`src/rtl/assert_macros.svh`:
```
// Assertion macros for the time-of-day counter RTL.
// No dependencies; take in by `include before the module that asserts.
`ifndef ASSERT_MACROS_SVH
`define ASSERT_MACROS_SVH

// Same-cycle implication, disabled while reset is low.
`define ASSERT_IMPLY(label, clk, rst_n, ante, cons) \
  label: assert property (@(posedge clk) disable iff (!rst_n) (ante) |-> (cons)) \
    else $error("assertion failed: same-cycle implication");

// Next-cycle implication, disabled while reset is low.
`define ASSERT_NEXT(label, clk, rst_n, ante, cons) \
  label: assert property (@(posedge clk) disable iff (!rst_n) (ante) |=> (cons)) \
    else $error("assertion failed: next-cycle implication");

`endif

```
`src/rtl/hmsc_pkg.sv`:
```
// Shared types and constants of the time-of-day counter.
// No dependencies; used by hmsc_ctrl, hmsc_dp and the top level.
`default_nettype none

package hmsc_pkg;

  localparam int unsigned FUNC_W = 3;
  localparam int unsigned HOUR_W = 5;
  localparam int unsigned MIN_W  = 6;
  localparam int unsigned SEC_W  = 6;
  localparam int unsigned MS_W   = 10;
  localparam int unsigned MINS_W = 12;
  localparam int unsigned SOD_W  = 17;
  localparam int unsigned TOT_W  = 13;

  localparam logic [MS_W-1:0]   MS_MAX   = 10'd999;
  localparam logic [SEC_W-1:0]  SEC_MAX  = 6'd59;
  localparam logic [MIN_W-1:0]  MIN_MAX  = 6'd59;
  localparam logic [HOUR_W-1:0] HOUR_MAX = 5'd23;
  localparam logic [TOT_W-1:0]  DAY_MINUTES  = 13'd1440;
  localparam logic [TOT_W-1:0]  MIN_PER_HOUR = 13'd60;
  localparam logic signed [MINS_W-1:0] OFFSET_MAX = 12'sd1440;
  localparam logic signed [MINS_W-1:0] OFFSET_MIN = -12'sd1440;

  typedef enum logic [FUNC_W-1:0] {
    FUNC_UP    = 3'd0,
    FUNC_DOWN  = 3'd1,
    FUNC_SET   = 3'd2,
    FUNC_WARP  = 3'd3,
    FUNC_CLEAR = 3'd4
  } func_e;

  typedef enum logic [1:0] {
    ST_IDLE,
    ST_EXEC,
    ST_NORM,
    ST_RESP
  } state_e;

  typedef struct packed {
    logic load_in;
    logic exec;
    logic norm_step;
    logic load_out;
  } dp_cmd_t;

  typedef struct packed {
    func_e func;
    logic  norm_last;
  } dp_sts_t;

endpackage

`default_nettype wire

```
`src/rtl/hmsc_ctrl.sv`:
```
// Controller of the time-of-day counter: sequencing FSM and output valid.
// Depends on hmsc_pkg.
`default_nettype none

module hmsc_ctrl (
  input  wire logic              clk_i,
  input  wire logic              rst_ni,
  input  wire logic              in_valid_i,
  output logic                   in_ready_o,
  output logic                   out_valid_o,
  input  wire logic              out_ready_i,
  input  wire hmsc_pkg::dp_sts_t sts_i,
  output hmsc_pkg::dp_cmd_t      cmd_o
);

  hmsc_pkg::state_e state_q, state_d;
  logic out_valid_q, out_valid_d;
  logic out_free;

  assign out_free = !out_valid_q || out_ready_i;

  always_comb begin
    state_d = state_q;
    case (state_q)
      hmsc_pkg::ST_IDLE: begin
        if (in_valid_i) state_d = hmsc_pkg::ST_EXEC;
      end
      hmsc_pkg::ST_EXEC: begin
        if (sts_i.func == hmsc_pkg::FUNC_WARP) state_d = hmsc_pkg::ST_NORM;
        else state_d = hmsc_pkg::ST_RESP;
      end
      hmsc_pkg::ST_NORM: begin
        if (sts_i.norm_last) state_d = hmsc_pkg::ST_RESP;
      end
      hmsc_pkg::ST_RESP: begin
        if (out_free) state_d = hmsc_pkg::ST_IDLE;
      end
      default: state_d = hmsc_pkg::ST_IDLE;
    endcase
  end

  always_comb begin
    cmd_o      = '0;
    in_ready_o = 1'b0;
    case (state_q)
      hmsc_pkg::ST_IDLE: begin
        in_ready_o    = 1'b1;
        cmd_o.load_in = in_valid_i;
      end
      hmsc_pkg::ST_EXEC: cmd_o.exec = 1'b1;
      hmsc_pkg::ST_NORM: cmd_o.norm_step = 1'b1;
      hmsc_pkg::ST_RESP: cmd_o.load_out = out_free;
      default: cmd_o = '0;
    endcase
  end

  // Set on a result load, drop once the result is taken.
  always_comb begin
    out_valid_d = out_valid_q;
    if (cmd_o.load_out) out_valid_d = 1'b1;
    else if (out_ready_i) out_valid_d = 1'b0;
  end

  always_ff @(posedge clk_i or negedge rst_ni) begin
    if (!rst_ni) begin
      state_q     <= hmsc_pkg::ST_IDLE;
      out_valid_q <= 1'b0;
    end else begin
      state_q     <= state_d;
      out_valid_q <= out_valid_d;
    end
  end

  assign out_valid_o = out_valid_q;

endmodule

`default_nettype wire

```
`src/rtl/hmsc_dp.sv`:
```
// Datapath of the time-of-day counter: request latch, time counters,
// warp normaliser and result register. Depends on hmsc_pkg.
`default_nettype none

module hmsc_dp (
  input  wire logic                                clk_i,
  input  wire logic                                rst_ni,
  input  wire hmsc_pkg::dp_cmd_t                   cmd_i,
  output hmsc_pkg::dp_sts_t                        sts_o,
  input  wire logic        [hmsc_pkg::FUNC_W-1:0]  func_i,
  input  wire logic        [hmsc_pkg::HOUR_W-1:0]  set_hour_i,
  input  wire logic signed [hmsc_pkg::MINS_W-1:0]  minutes_i,
  input  wire logic        [hmsc_pkg::SEC_W-1:0]   set_second_i,
  output logic             [hmsc_pkg::HOUR_W-1:0]  hour_o,
  output logic             [hmsc_pkg::MIN_W-1:0]   minute_o,
  output logic             [hmsc_pkg::SEC_W-1:0]   second_o,
  output logic             [hmsc_pkg::MS_W-1:0]    millisecond_o,
  output logic             [hmsc_pkg::SOD_W-1:0]   seconds_of_day_o,
  output logic                                     expired_o
);

  // Request latch
  hmsc_pkg::func_e                      func_q;
  logic        [hmsc_pkg::HOUR_W-1:0]   set_hour_q;
  logic signed [hmsc_pkg::MINS_W-1:0]   minutes_q;
  logic        [hmsc_pkg::SEC_W-1:0]    set_second_q;

  // Time counters
  logic [hmsc_pkg::HOUR_W-1:0] hour_q, hour_d;
  logic [hmsc_pkg::MIN_W-1:0]  minute_q, minute_d;
  logic [hmsc_pkg::SEC_W-1:0]  second_q, second_d;
  logic [hmsc_pkg::MS_W-1:0]   milli_q, milli_d;
  logic                        expired_q, expired_d;

  // Warp normaliser
  logic [hmsc_pkg::TOT_W-1:0]  total_q, total_d;
  logic [hmsc_pkg::HOUR_W-1:0] quot_q, quot_d;

  logic                              all_zero;
  logic signed [hmsc_pkg::MINS_W-1:0] offset;
  logic [10:0]                       hm_minutes;
  logic signed [hmsc_pkg::TOT_W:0]   warp_sum;
  logic [hmsc_pkg::SOD_W-1:0]        sod;

  assign all_zero = (hour_q == '0) && (minute_q == '0) && (second_q == '0) && (milli_q == '0);

  always_comb begin
    if (minutes_q > hmsc_pkg::OFFSET_MAX) offset = hmsc_pkg::OFFSET_MAX;
    else if (minutes_q < hmsc_pkg::OFFSET_MIN) offset = hmsc_pkg::OFFSET_MIN;
    else offset = minutes_q;
  end

  assign hm_minutes = ({6'd0, hour_q} * 11'd60) + {5'd0, minute_q};
  assign warp_sum   = $signed({3'b000, hm_minutes})
                    + $signed({{2{offset[hmsc_pkg::MINS_W-1]}}, offset})
                    + $signed({1'b0, hmsc_pkg::DAY_MINUTES});

  always_comb begin
    hour_d    = hour_q;
    minute_d  = minute_q;
    second_d  = second_q;
    milli_d   = milli_q;
    expired_d = expired_q;
    total_d   = total_q;
    quot_d    = quot_q;
    if (cmd_i.exec) begin
      expired_d = 1'b0;
      case (func_q)
        hmsc_pkg::FUNC_UP: begin
          if (milli_q < hmsc_pkg::MS_MAX) milli_d = milli_q + 10'd1;
          else begin
            milli_d = '0;
            if (second_q < hmsc_pkg::SEC_MAX) second_d = second_q + 6'd1;
            else begin
              second_d = '0;
              if (minute_q < hmsc_pkg::MIN_MAX) minute_d = minute_q + 6'd1;
              else begin
                minute_d = '0;
                if (hour_q < hmsc_pkg::HOUR_MAX) hour_d = hour_q + 5'd1;
                else hour_d = '0;
              end
            end
          end
        end
        hmsc_pkg::FUNC_DOWN: begin
          // Hold at midnight and flag expiry.
          if (all_zero) expired_d = 1'b1;
          else if (milli_q != '0) milli_d = milli_q - 10'd1;
          else begin
            milli_d = hmsc_pkg::MS_MAX;
            if (second_q != '0) second_d = second_q - 6'd1;
            else begin
              second_d = hmsc_pkg::SEC_MAX;
              if (minute_q != '0) minute_d = minute_q - 6'd1;
              else begin
                minute_d = hmsc_pkg::MIN_MAX;
                hour_d   = hour_q - 5'd1;
              end
            end
          end
        end
        hmsc_pkg::FUNC_SET: begin
          hour_d = (set_hour_q > hmsc_pkg::HOUR_MAX) ? hmsc_pkg::HOUR_MAX : set_hour_q;
          if (minutes_q < 0) minute_d = '0;
          else if (minutes_q > $signed({6'd0, hmsc_pkg::MIN_MAX})) minute_d = hmsc_pkg::MIN_MAX;
          else minute_d = minutes_q[hmsc_pkg::MIN_W-1:0];
          second_d = (set_second_q > hmsc_pkg::SEC_MAX) ? hmsc_pkg::SEC_MAX : set_second_q;
        end
        hmsc_pkg::FUNC_WARP: begin
          total_d = warp_sum[hmsc_pkg::TOT_W-1:0];
          quot_d  = '0;
        end
        hmsc_pkg::FUNC_CLEAR: begin
          hour_d   = '0;
          minute_d = '0;
          second_d = '0;
          milli_d  = '0;
        end
        default: ;
      endcase
    end else if (cmd_i.norm_step) begin
      // Fold the day first, then peel off hours one at a time.
      if (total_q >= hmsc_pkg::DAY_MINUTES) total_d = total_q - hmsc_pkg::DAY_MINUTES;
      else if (total_q >= hmsc_pkg::MIN_PER_HOUR) begin
        total_d = total_q - hmsc_pkg::MIN_PER_HOUR;
        quot_d  = quot_q + 5'd1;
      end else begin
        hour_d   = quot_q;
        minute_d = total_q[hmsc_pkg::MIN_W-1:0];
      end
    end
  end

  assign sts_o.func      = func_q;
  assign sts_o.norm_last = (total_q < hmsc_pkg::MIN_PER_HOUR);

  always_ff @(posedge clk_i or negedge rst_ni) begin
    if (!rst_ni) begin
      hour_q    <= '0;
      minute_q  <= '0;
      second_q  <= '0;
      milli_q   <= '0;
      expired_q <= 1'b0;
    end else begin
      hour_q    <= hour_d;
      minute_q  <= minute_d;
      second_q  <= second_d;
      milli_q   <= milli_d;
      expired_q <= expired_d;
    end
  end

  always_ff @(posedge clk_i) begin
    total_q <= total_d;
    quot_q  <= quot_d;
    if (cmd_i.load_in) begin
      func_q       <= hmsc_pkg::func_e'(func_i);
      set_hour_q   <= set_hour_i;
      minutes_q    <= minutes_i;
      set_second_q <= set_second_i;
    end
  end

  assign sod = ({12'd0, hour_q} * 17'd3600) + ({11'd0, minute_q} * 17'd60)
             + {11'd0, second_q};

  always_ff @(posedge clk_i) begin
    if (cmd_i.load_out) begin
      hour_o           <= hour_q;
      minute_o         <= minute_q;
      second_o         <= second_q;
      millisecond_o    <= milli_q;
      seconds_of_day_o <= sod;
      expired_o        <= expired_q;
    end
  end

endmodule

`default_nettype wire

```
`src/rtl/hms_millisecond_up_down_clock_top.sv`:
```
// Top level of the time-of-day counter: controller plus datapath.
// Depends on hmsc_pkg, hmsc_ctrl, hmsc_dp and assert_macros.svh.
`default_nettype none

`include "assert_macros.svh"

// Time-of-day counter in hours, minutes, seconds and milliseconds. Each
// request on the input channel carries one operation in func_i: count up one
// millisecond (wrapping at 23:59:59.999), count down one millisecond (holding
// at 00:00:00.000 and raising expired_o when already there), set hours,
// minutes and seconds with saturation while keeping the milliseconds, warp by
// a signed minute offset (saturated to one day) modulo 24 hours, or clear.
// Unused codes leave the time as it is. Each request yields exactly one
// result carrying the time and its seconds of the day. Requests are handled
// one at a time. For count, set, clear and unused codes the operation is
// executed and the result register then loaded. A warp adds normalisation
// steps in between: up to two subtractions of a day, up to 23 subtractions
// of an hour and a closing step that writes hour and minute, so at most 26
// steps. The result sits in an output register, and its load waits until
// any earlier result has been taken; the next request is accepted as soon as
// that register has been loaded, even while the result still waits to be
// taken. Reset clears the time to midnight; there is no configuration.
module hms_millisecond_up_down_clock_top (
  input  wire logic                                clk_i,
  input  wire logic                                rst_ni,
  input  wire logic                                in_valid_i,
  output logic                                     in_ready_o,
  input  wire logic        [hmsc_pkg::FUNC_W-1:0]  func_i,
  input  wire logic        [hmsc_pkg::HOUR_W-1:0]  set_hour_i,
  input  wire logic signed [hmsc_pkg::MINS_W-1:0]  minutes_i,
  input  wire logic        [hmsc_pkg::SEC_W-1:0]   set_second_i,
  output logic                                     out_valid_o,
  input  wire logic                                out_ready_i,
  output logic             [hmsc_pkg::HOUR_W-1:0]  hour_o,
  output logic             [hmsc_pkg::MIN_W-1:0]   minute_o,
  output logic             [hmsc_pkg::SEC_W-1:0]   second_o,
  output logic             [hmsc_pkg::MS_W-1:0]    millisecond_o,
  output logic             [hmsc_pkg::SOD_W-1:0]   seconds_of_day_o,
  output logic                                     expired_o
);

  // Command and status between sequencer and datapath
  hmsc_pkg::dp_cmd_t cmd;
  hmsc_pkg::dp_sts_t sts;

  // Checks on the presented result
  logic time_legal;
  logic at_midnight;

  hmsc_ctrl u_ctrl (
    .clk_i       (clk_i),
    .rst_ni      (rst_ni),
    .in_valid_i  (in_valid_i),
    .in_ready_o  (in_ready_o),
    .out_valid_o (out_valid_o),
    .out_ready_i (out_ready_i),
    .sts_i       (sts),
    .cmd_o       (cmd)
  );

  hmsc_dp u_dp (
    .clk_i            (clk_i),
    .rst_ni           (rst_ni),
    .cmd_i            (cmd),
    .sts_o            (sts),
    .func_i           (func_i),
    .set_hour_i       (set_hour_i),
    .minutes_i        (minutes_i),
    .set_second_i     (set_second_i),
    .hour_o           (hour_o),
    .minute_o         (minute_o),
    .second_o         (second_o),
    .millisecond_o    (millisecond_o),
    .seconds_of_day_o (seconds_of_day_o),
    .expired_o        (expired_o)
  );

  assign time_legal  = (hour_o <= hmsc_pkg::HOUR_MAX) && (minute_o <= hmsc_pkg::MIN_MAX)
                     && (second_o <= hmsc_pkg::SEC_MAX) && (millisecond_o <= hmsc_pkg::MS_MAX);
  assign at_midnight = (seconds_of_day_o == '0) && (millisecond_o == '0);

  // A presented result always holds a legal time of day.
  `ASSERT_IMPLY(a_time_legal, clk_i, rst_ni, out_valid_o, time_legal)

  // Expiry is only ever reported at midnight.
  `ASSERT_IMPLY(a_expired_midnight, clk_i, rst_ni, out_valid_o && expired_o, at_midnight)

  // Only one request is in flight at a time.
  `ASSERT_NEXT(a_one_in_flight, clk_i, rst_ni, in_valid_i && in_ready_o, !in_ready_o)

endmodule

`default_nettype wire
```
`config.mk`:
```
export PLATFORM = sky130hd
export DESIGN_NAME = hms_millisecond_up_down_clock_top
export DESIGN_NICKNAME = d
export VERILOG_FILES = /design/src/rtl/hmsc_pkg.sv /design/src/rtl/hmsc_ctrl.sv /design/src/rtl/hmsc_dp.sv /design/src/rtl/hms_millisecond_up_down_clock_top.sv
export VERILOG_INCLUDE_DIRS = /design/src /design/src/rtl
export SDC_FILE = /design/constraint.sdc
export NUM_CORES = 1
export LEC_CHECK = 0
export CAP_MARGIN = 0
export CELL_PAD_IN_SITES_DETAIL_PLACEMENT = 0
export CELL_PAD_IN_SITES_GLOBAL_PLACEMENT = 1
export CORE_ASPECT_RATIO = 0.7
export CORE_MARGIN = 2
export CORE_UTILIZATION = 51
export CTS_CLUSTER_SIZE = 16
export DETAILED_ROUTE_END_ITERATION = 16
export DONT_BUFFER_PORTS = 1
export GPL_TIMING_DRIVEN = 0
export PLACE_DENSITY = 0.92
export SYNTH_ARGS = -nofsm -noshare
export SYNTH_HDL_FRONTEND = slang
export SYNTH_SLANG_ARGS = --single-unit
```
`constraint.sdc`:
```
create_clock -name clk_i -period 5.9 [get_ports clk_i]
set_clock_uncertainty 0.1 [all_clocks]
set_input_delay 1.18 -clock clk_i [delete_from_list [all_inputs] [get_ports clk_i]]
set_output_delay 1.18 -clock clk_i [all_outputs]
set_load 0.02 [all_outputs]
```
==> After elaboration in Yosys (flattened, before gate mapping) <==
Cells that the tools add are included.
{ "word_totals": {"output_inout_bits": 47, "regBits": 120} }
{ "classes": {"n_eq_ne": 24, "reduce_logical": 27, "addsub": 16, "order_cmp": 13, "multipliers": 3, "n_mux": 65} }
{ "op_table": {"columns": ["operator", "count"], "rows": [
  ["6-bit 2-to-1 mux", 19],
  ["5-bit 2-to-1 mux", 18],
  ["13-bit 2-to-1 mux", 5],
  ["6-bit case mux with 4 select lines", 2],
  ["10-bit 2-to-1 mux", 3],
  ["10-bit case mux with 3 select lines", 1],
  ["12-bit 2-to-1 mux", 2],
  ["3-bit != test (second input constant)", 7],
  ["5-bit case mux with 4 select lines", 1],
  ["17-bit by 12-bit adder with 17-bit output", 1],
  ["17-bit by 6-bit adder with 17-bit output", 1],
  ["2-bit != test (second input constant)", 7],
  ["12-bit by 12-bit adder with 13-bit output", 1],
  ["13-bit by 12-bit adder with 13-bit output (second input constant)", 1],
  ["13-bit by 11-bit greater-or-equal comparator with 1-bit output (second input constant)", 1],
  ["13-bit by 6-bit greater-or-equal comparator with 1-bit output (second input constant)", 1],
  ["13-bit by 6-bit less-than comparator with 1-bit output (second input constant)", 1],
  ["5-bit by 8-bit multiplier with 13-bit output (second input constant)", 1],
  ["13-bit by 11-bit subtractor with 13-bit output (second input constant)", 1],
  ["13-bit by 6-bit subtractor with 13-bit output (second input constant)", 1],
  ["6-bit by 1-bit adder with 6-bit output (second input constant)", 2],
  ["12-bit greater-than comparator (second input constant)", 1],
  ["12-bit by 7-bit greater-than comparator with 1-bit output (second input constant)", 1],
  ["6-bit zero test", 2],
  ["42 further kinds", 67]
]} }

==> Logic depth before layout (Yosys ltp) <==
{ "logic_depth": {"ltp_word": 7, "mapped_depth": 20} }

==> Hierarchy <==
A second synthesis with hierarchy kept.
{ "unflattened": {"cells_unflattened": 922, "hier_area_um2": 9303.9} }
{ "modules_own_cells": {"columns": ["module", "cells_each", "seq_area_each_um2", "instances", "area_each_um2"], "rows": [
  ["hmsc_dp", 897, 3313.2, 1, 9028.7],
  ["hmsc_ctrl", 25, 75.1, 1, 275.3]
]} }

==> Worst setup path after synthesis <==
No wires, ideal clock.
{ "synth_timing": {"path_kind": "reg2reg", "from": "register u_dp.minute_q[2] (netlist name)", "to": "register u_dp.seconds_of_day_o[14] (netlist name), data pin", "arrival_ns": 4.556, "path_buffers": 0, "synth_period_minus_slack_ns": 4.926, "slack_ns": 0.974, "required_time_ns": 5.531, "path_stages_with_launch": 19, "cell_sequence": "dfrtp_1 > fa_1 > inv_1 > fa_1 > inv_1 > ha_1 > a21o_1 > a21oi_1 > nand2b_1 > a21oi_1 > o41a_1 > xnor2_1 > ha_1 > ha_1 > a21o_1 > or3_1 > o221a_2 > o21a_1 > xor2_1"} }
{ "synth_via": {"elab_chain_len": 3} }
{ "synth_lines": {"columns": ["element", "line", "rtl"], "rows": [
  ["from (decl)", "hmsc_dp.sv:30", "logic [hmsc_pkg::MIN_W-1:0] minute_q, minute_d;"],
  ["from (signal assigned)", "hmsc_dp.sv:146", "minute_q <= minute_d;"],
  ["6-bit by 4-bit multiplier with 10-bit output", "hmsc_dp.sv:164", "assign sod = ({12'd0, hour_q} * 17'd3600) + ({11'd0, minute_q} * 17'd60)"],
  ["17-bit by 12-bit adder with 17-bit output", "hmsc_dp.sv:164", null],
  ["17-bit by 6-bit adder with 17-bit output", "hmsc_dp.sv:165", "+ {11'd0, second_q};"],
  ["net u_dp.sod (one bit)", "hmsc_dp.sv:43", "logic [hmsc_pkg::SOD_W-1:0] sod;"],
  ["to (signal assigned)", "hmsc_dp.sv:173", "seconds_of_day_o <= sod;"],
  ["to (decl)", "hmsc_dp.sv:18", "output logic [hmsc_pkg::SOD_W-1:0] seconds_of_day_o,"]
]} }
The timed path passes the listed nets, and every way through them passes these cells.
A chain may end at the register's enable or synchronous reset.

==> Final worst setup path <==
{ "layout_timing": {"from": "register u_dp.hour_q[0] (netlist name)", "to": "register u_dp.total_q[11] (netlist name), data pin"} }
{ "layout_via": {"elab_chain_len": 6} }
{ "layout_lines": {"columns": ["element", "line", "rtl"], "rows": [
  ["from (decl)", "hmsc_dp.sv:29", "logic [hmsc_pkg::HOUR_W-1:0] hour_q, hour_d;"],
  ["from (signal assigned)", "hmsc_dp.sv:145", "hour_q <= hour_d;"],
  ["5-bit by 4-bit multiplier with 9-bit output", "hmsc_dp.sv:53", "assign hm_minutes = ({6'd0, hour_q} * 11'd60) + {5'd0, minute_q};"],
  ["11-bit by 6-bit adder with 11-bit output", "hmsc_dp.sv:53", null],
  ["12-bit by 12-bit adder with 13-bit output", "hmsc_dp.sv:55", "+ $signed({{2{offset[hmsc_pkg::MINS_W-1]}}, offset})"],
  ["13-bit by 12-bit adder with 13-bit output", "hmsc_dp.sv:56", "+ $signed({1'b0, hmsc_pkg::DAY_MINUTES});"],
  ["13-bit 2-to-1 mux", "hmsc_dp.sv:68", "case (func_q)"],
  ["13-bit 2-to-1 mux", "hmsc_dp.sv:66", "if (cmd_i.exec) begin"],
  ["net u_dp.total_d (one bit)", "hmsc_dp.sv:36", "logic [hmsc_pkg::TOT_W-1:0] total_q, total_d;"],
  ["to (signal assigned)", "hmsc_dp.sv:154", "total_q <= total_d;"],
  ["to (decl)", "hmsc_dp.sv:36", null]
]} }
The timed path passes the listed nets, and every way through them passes these cells. The select of a mux whose other input is x is not followed.

==> results.py <==
metrics = {
    "synth": {
        "synth_edf_count": 87,
        "ys.flop_type": "edfxtp_1",
        "synthDistinctLibCells": 73,
        "synth_adder_area_share": 0.207,
        "postSynthAreaPerCell_um2": 10.0,
        "synth_top_family_by_area": "adder cells",
        "ys_seq_area_frac": 0.367,
        "synth_compound_area_frac": 0.166,
        "synthSimpleGateAreaFrac": 0.131,
        "syn_nets": 1090,
        "async_flop_share": 0.263,
        "synthesis.area_mm2": 0.00924,
        "synth-seq-cells": 118,
        "ys.warnings.count": 0,
        "netlist_instances": 920,
        "synthMuxAreaShare": 0.0254,
        "synth-xor-area-share": 0.0559,
    },
    "routing": {
        "routed_via_density": 5.92,
        "first_iter_violations": 675,
        "final_antenna_net_count": 0,
        "wire_per_inst_um": 17.9,
        "drcViolationCount": 0,
        "dr.pass1.iters": 8,
        "totalWireLength_um": 21200,
        "vias": 7041,
    },
    "cts": {
        "clock-sinks": 118,
        "tritoncts": "yes",
        "hold_buffers": 0,
        "path_clk_slew_ns": 0.06,
        "clk_latency_ns": 0.43,
        "cts_root_buf": "clkbuf_16",
        "htreeDepth": 4,
        "cts_buffers": 17,
        "cts_buffer_depth": 2,
    },
    "global_routing": {
        "grt_antenna_before_repair": 0,
        "grt_max_degree": 32,
        "grt-ovfl-total": 0,
        "grt_pass1_wl_um": 34900,
        "grt_pass1_vias": 6740,
        "grt_usage": 0.235,
    },
    "finish": {
        "mostFrequentLayoutCell": "ha_1",
        "multi_input_area_mm2": 0.00541,
        "final_nets": 1111,
        "regArea_mm2": 0.00339,
        "drive_above_1_share": 0.0609,
        "final_cell_mix": "ha_1, inv_1, edfxtp_1, nor2_1, nand2_1",
        "n_fill_cell": 1559,
        "syn2layout_area_growth_pct": 9.96,
        "n_antenna_cell": 0,
    },
    "setup_path": {
        "crit_required_ns": 5.95,
        "startpoint": "u_dp.hour_q[0]$_DFFE_PN0P_",
        "reg2reg_depth": 19,
        "r2r_setup_slack_ns": 0.43,
        "path_class": "reg -> reg",
        "cp_max_fo": 11,
        "start_kind": "flip-flop",
        "end_kind": "flip-flop",
        "reg2reg_to": "u_dp.total_q[11]$_DFFE_PP_",
        "reg2reg_from": "u_dp.hour_q[0]$_DFFE_PN0P_",
        "arrival_ns": 5.52,
        "crit_path_end": "u_dp.total_q[11]$_DFFE_PP_",
    },
    "sta": {
        "slew-limit-headroom": 0.0943,
        "hold_viol": 0,
        "finalMaxSlewViolations": 0,
        "fin_crit_sh": 0.927,
        "tightest_slew_ns": 1.36,
        "max_freq_ghz": 0.183,
        "grt_setup_unrepaired": "false",
        "setup_violations": 0,
        "setup_tns_ns": 0,
        "fin_crit_ns": 5.47,
    },
    "run_status": {
        "status": "finished, final reports clean",
    },
    "floorplan": {
        "die_w_um": 165,
        "core-area_mm2": 0.0179,
        "ios": 77,
        "design.die.area_mm2": 0.0192,
        "num_rows": 41,
        "die-height_um": 117,
        "start_util": 0.516,
    },
    "hold_path": {
        "min_path_type": "in -> async",
    },
    "placement": {
        "gp_congestion": 0.869,
        "numPortBuffers": 0,
        "hpwl_um": 16000,
    },
    "job": {
        "cap_violations": 0,
    },
}
[cells in the mapped netlist, drive strengths merged, types with 10 or more instances]
master  count  area, um2
a21o       10       75.1
a21oi      48        240
a31oi      11       68.8
and2       12       75.1
clkbuf     23       86.3
dfrtp      31        776
edfxtp     87       2610
fa         22        440
ha        118       1480
inv        87        327
mux2i      13        130
nand2      53        199
nand3      27        148
nor2       65        244
nor2b      13       81.3
nor3       19       95.1
o211ai     11       82.6
o21ai      50        250
xnor2      39        342
xor2       20        175
[cells by family after synthesis]
| kind of cell | after synthesis |
|---|---|
| AO/OA/AOI/OAI | 225 |
| buffers and inverters | 117 |
| AND/OR/NAND/NOR | 239 |
| flip-flops | 118 |
| adder cells (fa/ha/maj) | 140 |
| XOR/XNOR | 59 |
| multiplexers | 22 |
[through the flow]
step	cells	area [um2]	utilization	setup slack, ns	hold slack (ns)
after global routing	1189	10200	0.568	0.0146	0.324
after CTS	1189	10200	0.568	0.303	0.332
after floorplan	920	9240	-	0.974	0.321
after detailed placement	1158	9570	0.535	0.312	0.329
after global placement	1156	9540	0.533	0.384	0.328
final	1189	10200	0.568	0.433	0.341
[critical path, cell delays in order, from the launching register on]
cell and delay (ns):
dfrtp_2 0.51, fa_1 0.58, fa_1 0.54, inv_1 0.06, fa_1 0.48, inv_1 0.04, ha_1 0.31, o21ai_0 0.13
a21oi_1 0.28, nand2_1 0.10, xor2_1 0.19, ha_1 0.30, inv_1 0.04, ha_1 0.34, a21oi_1 0.21, o2111ai_1 0.16
a31o_2 0.27, a21oi_1 0.17, xor2_1 0.27, mux2i_1 0.11
[worst min-delay path by stage]
stage | start | end | slack [ns] | depth (start not counted)
finish | rst_ni | u_dp.second_q[3]$_DFFE_PN0P_ | 0.34 | 0
floorplan | u_dp.expired_q$_DFFE_PN0P_ | u_dp.expired_o$_DFFE_PP_ | 0.32 | 0
global placement | u_dp.milli_q[8]$_DFFE_PN0P_ | u_dp.millisecond_o[8]$_DFFE_PP_ | 0.33 | 0
global route | rst_ni | u_dp.second_q[5]$_DFFE_PN0P_ | 0.32 | 0
CTS | rst_ni | u_dp.milli_q[2]$_DFFE_PN0P_ | 0.33 | 0
detailed placement | u_dp.milli_q[4]$_DFFE_PN0P_ | u_dp.millisecond_o[4]$_DFFE_PP_ | 0.33 | 0
[routing by layer]
metal  track usage  vias up  wire length, um  share of wire
met5             0        -                0              0
met2         0.355      272             9220           0.43
met3        0.0508       23             1540          0.073
met1         0.342     3355            10300           0.48
li1              -     3391                -              -
met4        0.0632        0              208         0.0098
[cell type report]
class                   instances  area share
clock buffers                  19      0.0426
inverters                      87      0.0321
clock inverters                12      0.0153
plain buffers                  30      0.0118
well taps                     236      0.0290
multi-input cells             685       0.532
repair buffers                  2     0.00320
flip-flops and latches        118       0.334
[flip-flops by register name, summed over array words and instances (netlist names), 2 cells and up]
| register | cells |
|---|---|
| u_dp.seconds_of_day_o | 17 |
| u_dp.total_q | 13 |
| u_dp.minutes_q | 12 |
| u_dp.milli_q | 10 |
| u_dp.millisecond_o | 10 |
| u_dp.minute_o | 6 |
| u_dp.minute_q | 6 |
| u_dp.second_q | 6 |
| u_dp.set_second_q | 6 |
| u_dp.hour_o | 5 |
| u_dp.hour_q | 5 |
| u_dp.quot_q | 5 |
| u_dp.set_hour_q | 5 |
| u_dp.second_o | 4 |
| u_dp.func_q | 3 |
| u_ctrl.state_q | 2 |
[timing repair]
item,4_1_cts,5_1_grt
setup endpoints to repair,0,1
buffers inserted,0,0
gates resized for setup,0,3
Power is left out: the tool's default activity adds up to more than one toggle a clock period on the data nets, which glitch-free logic cannot reach.
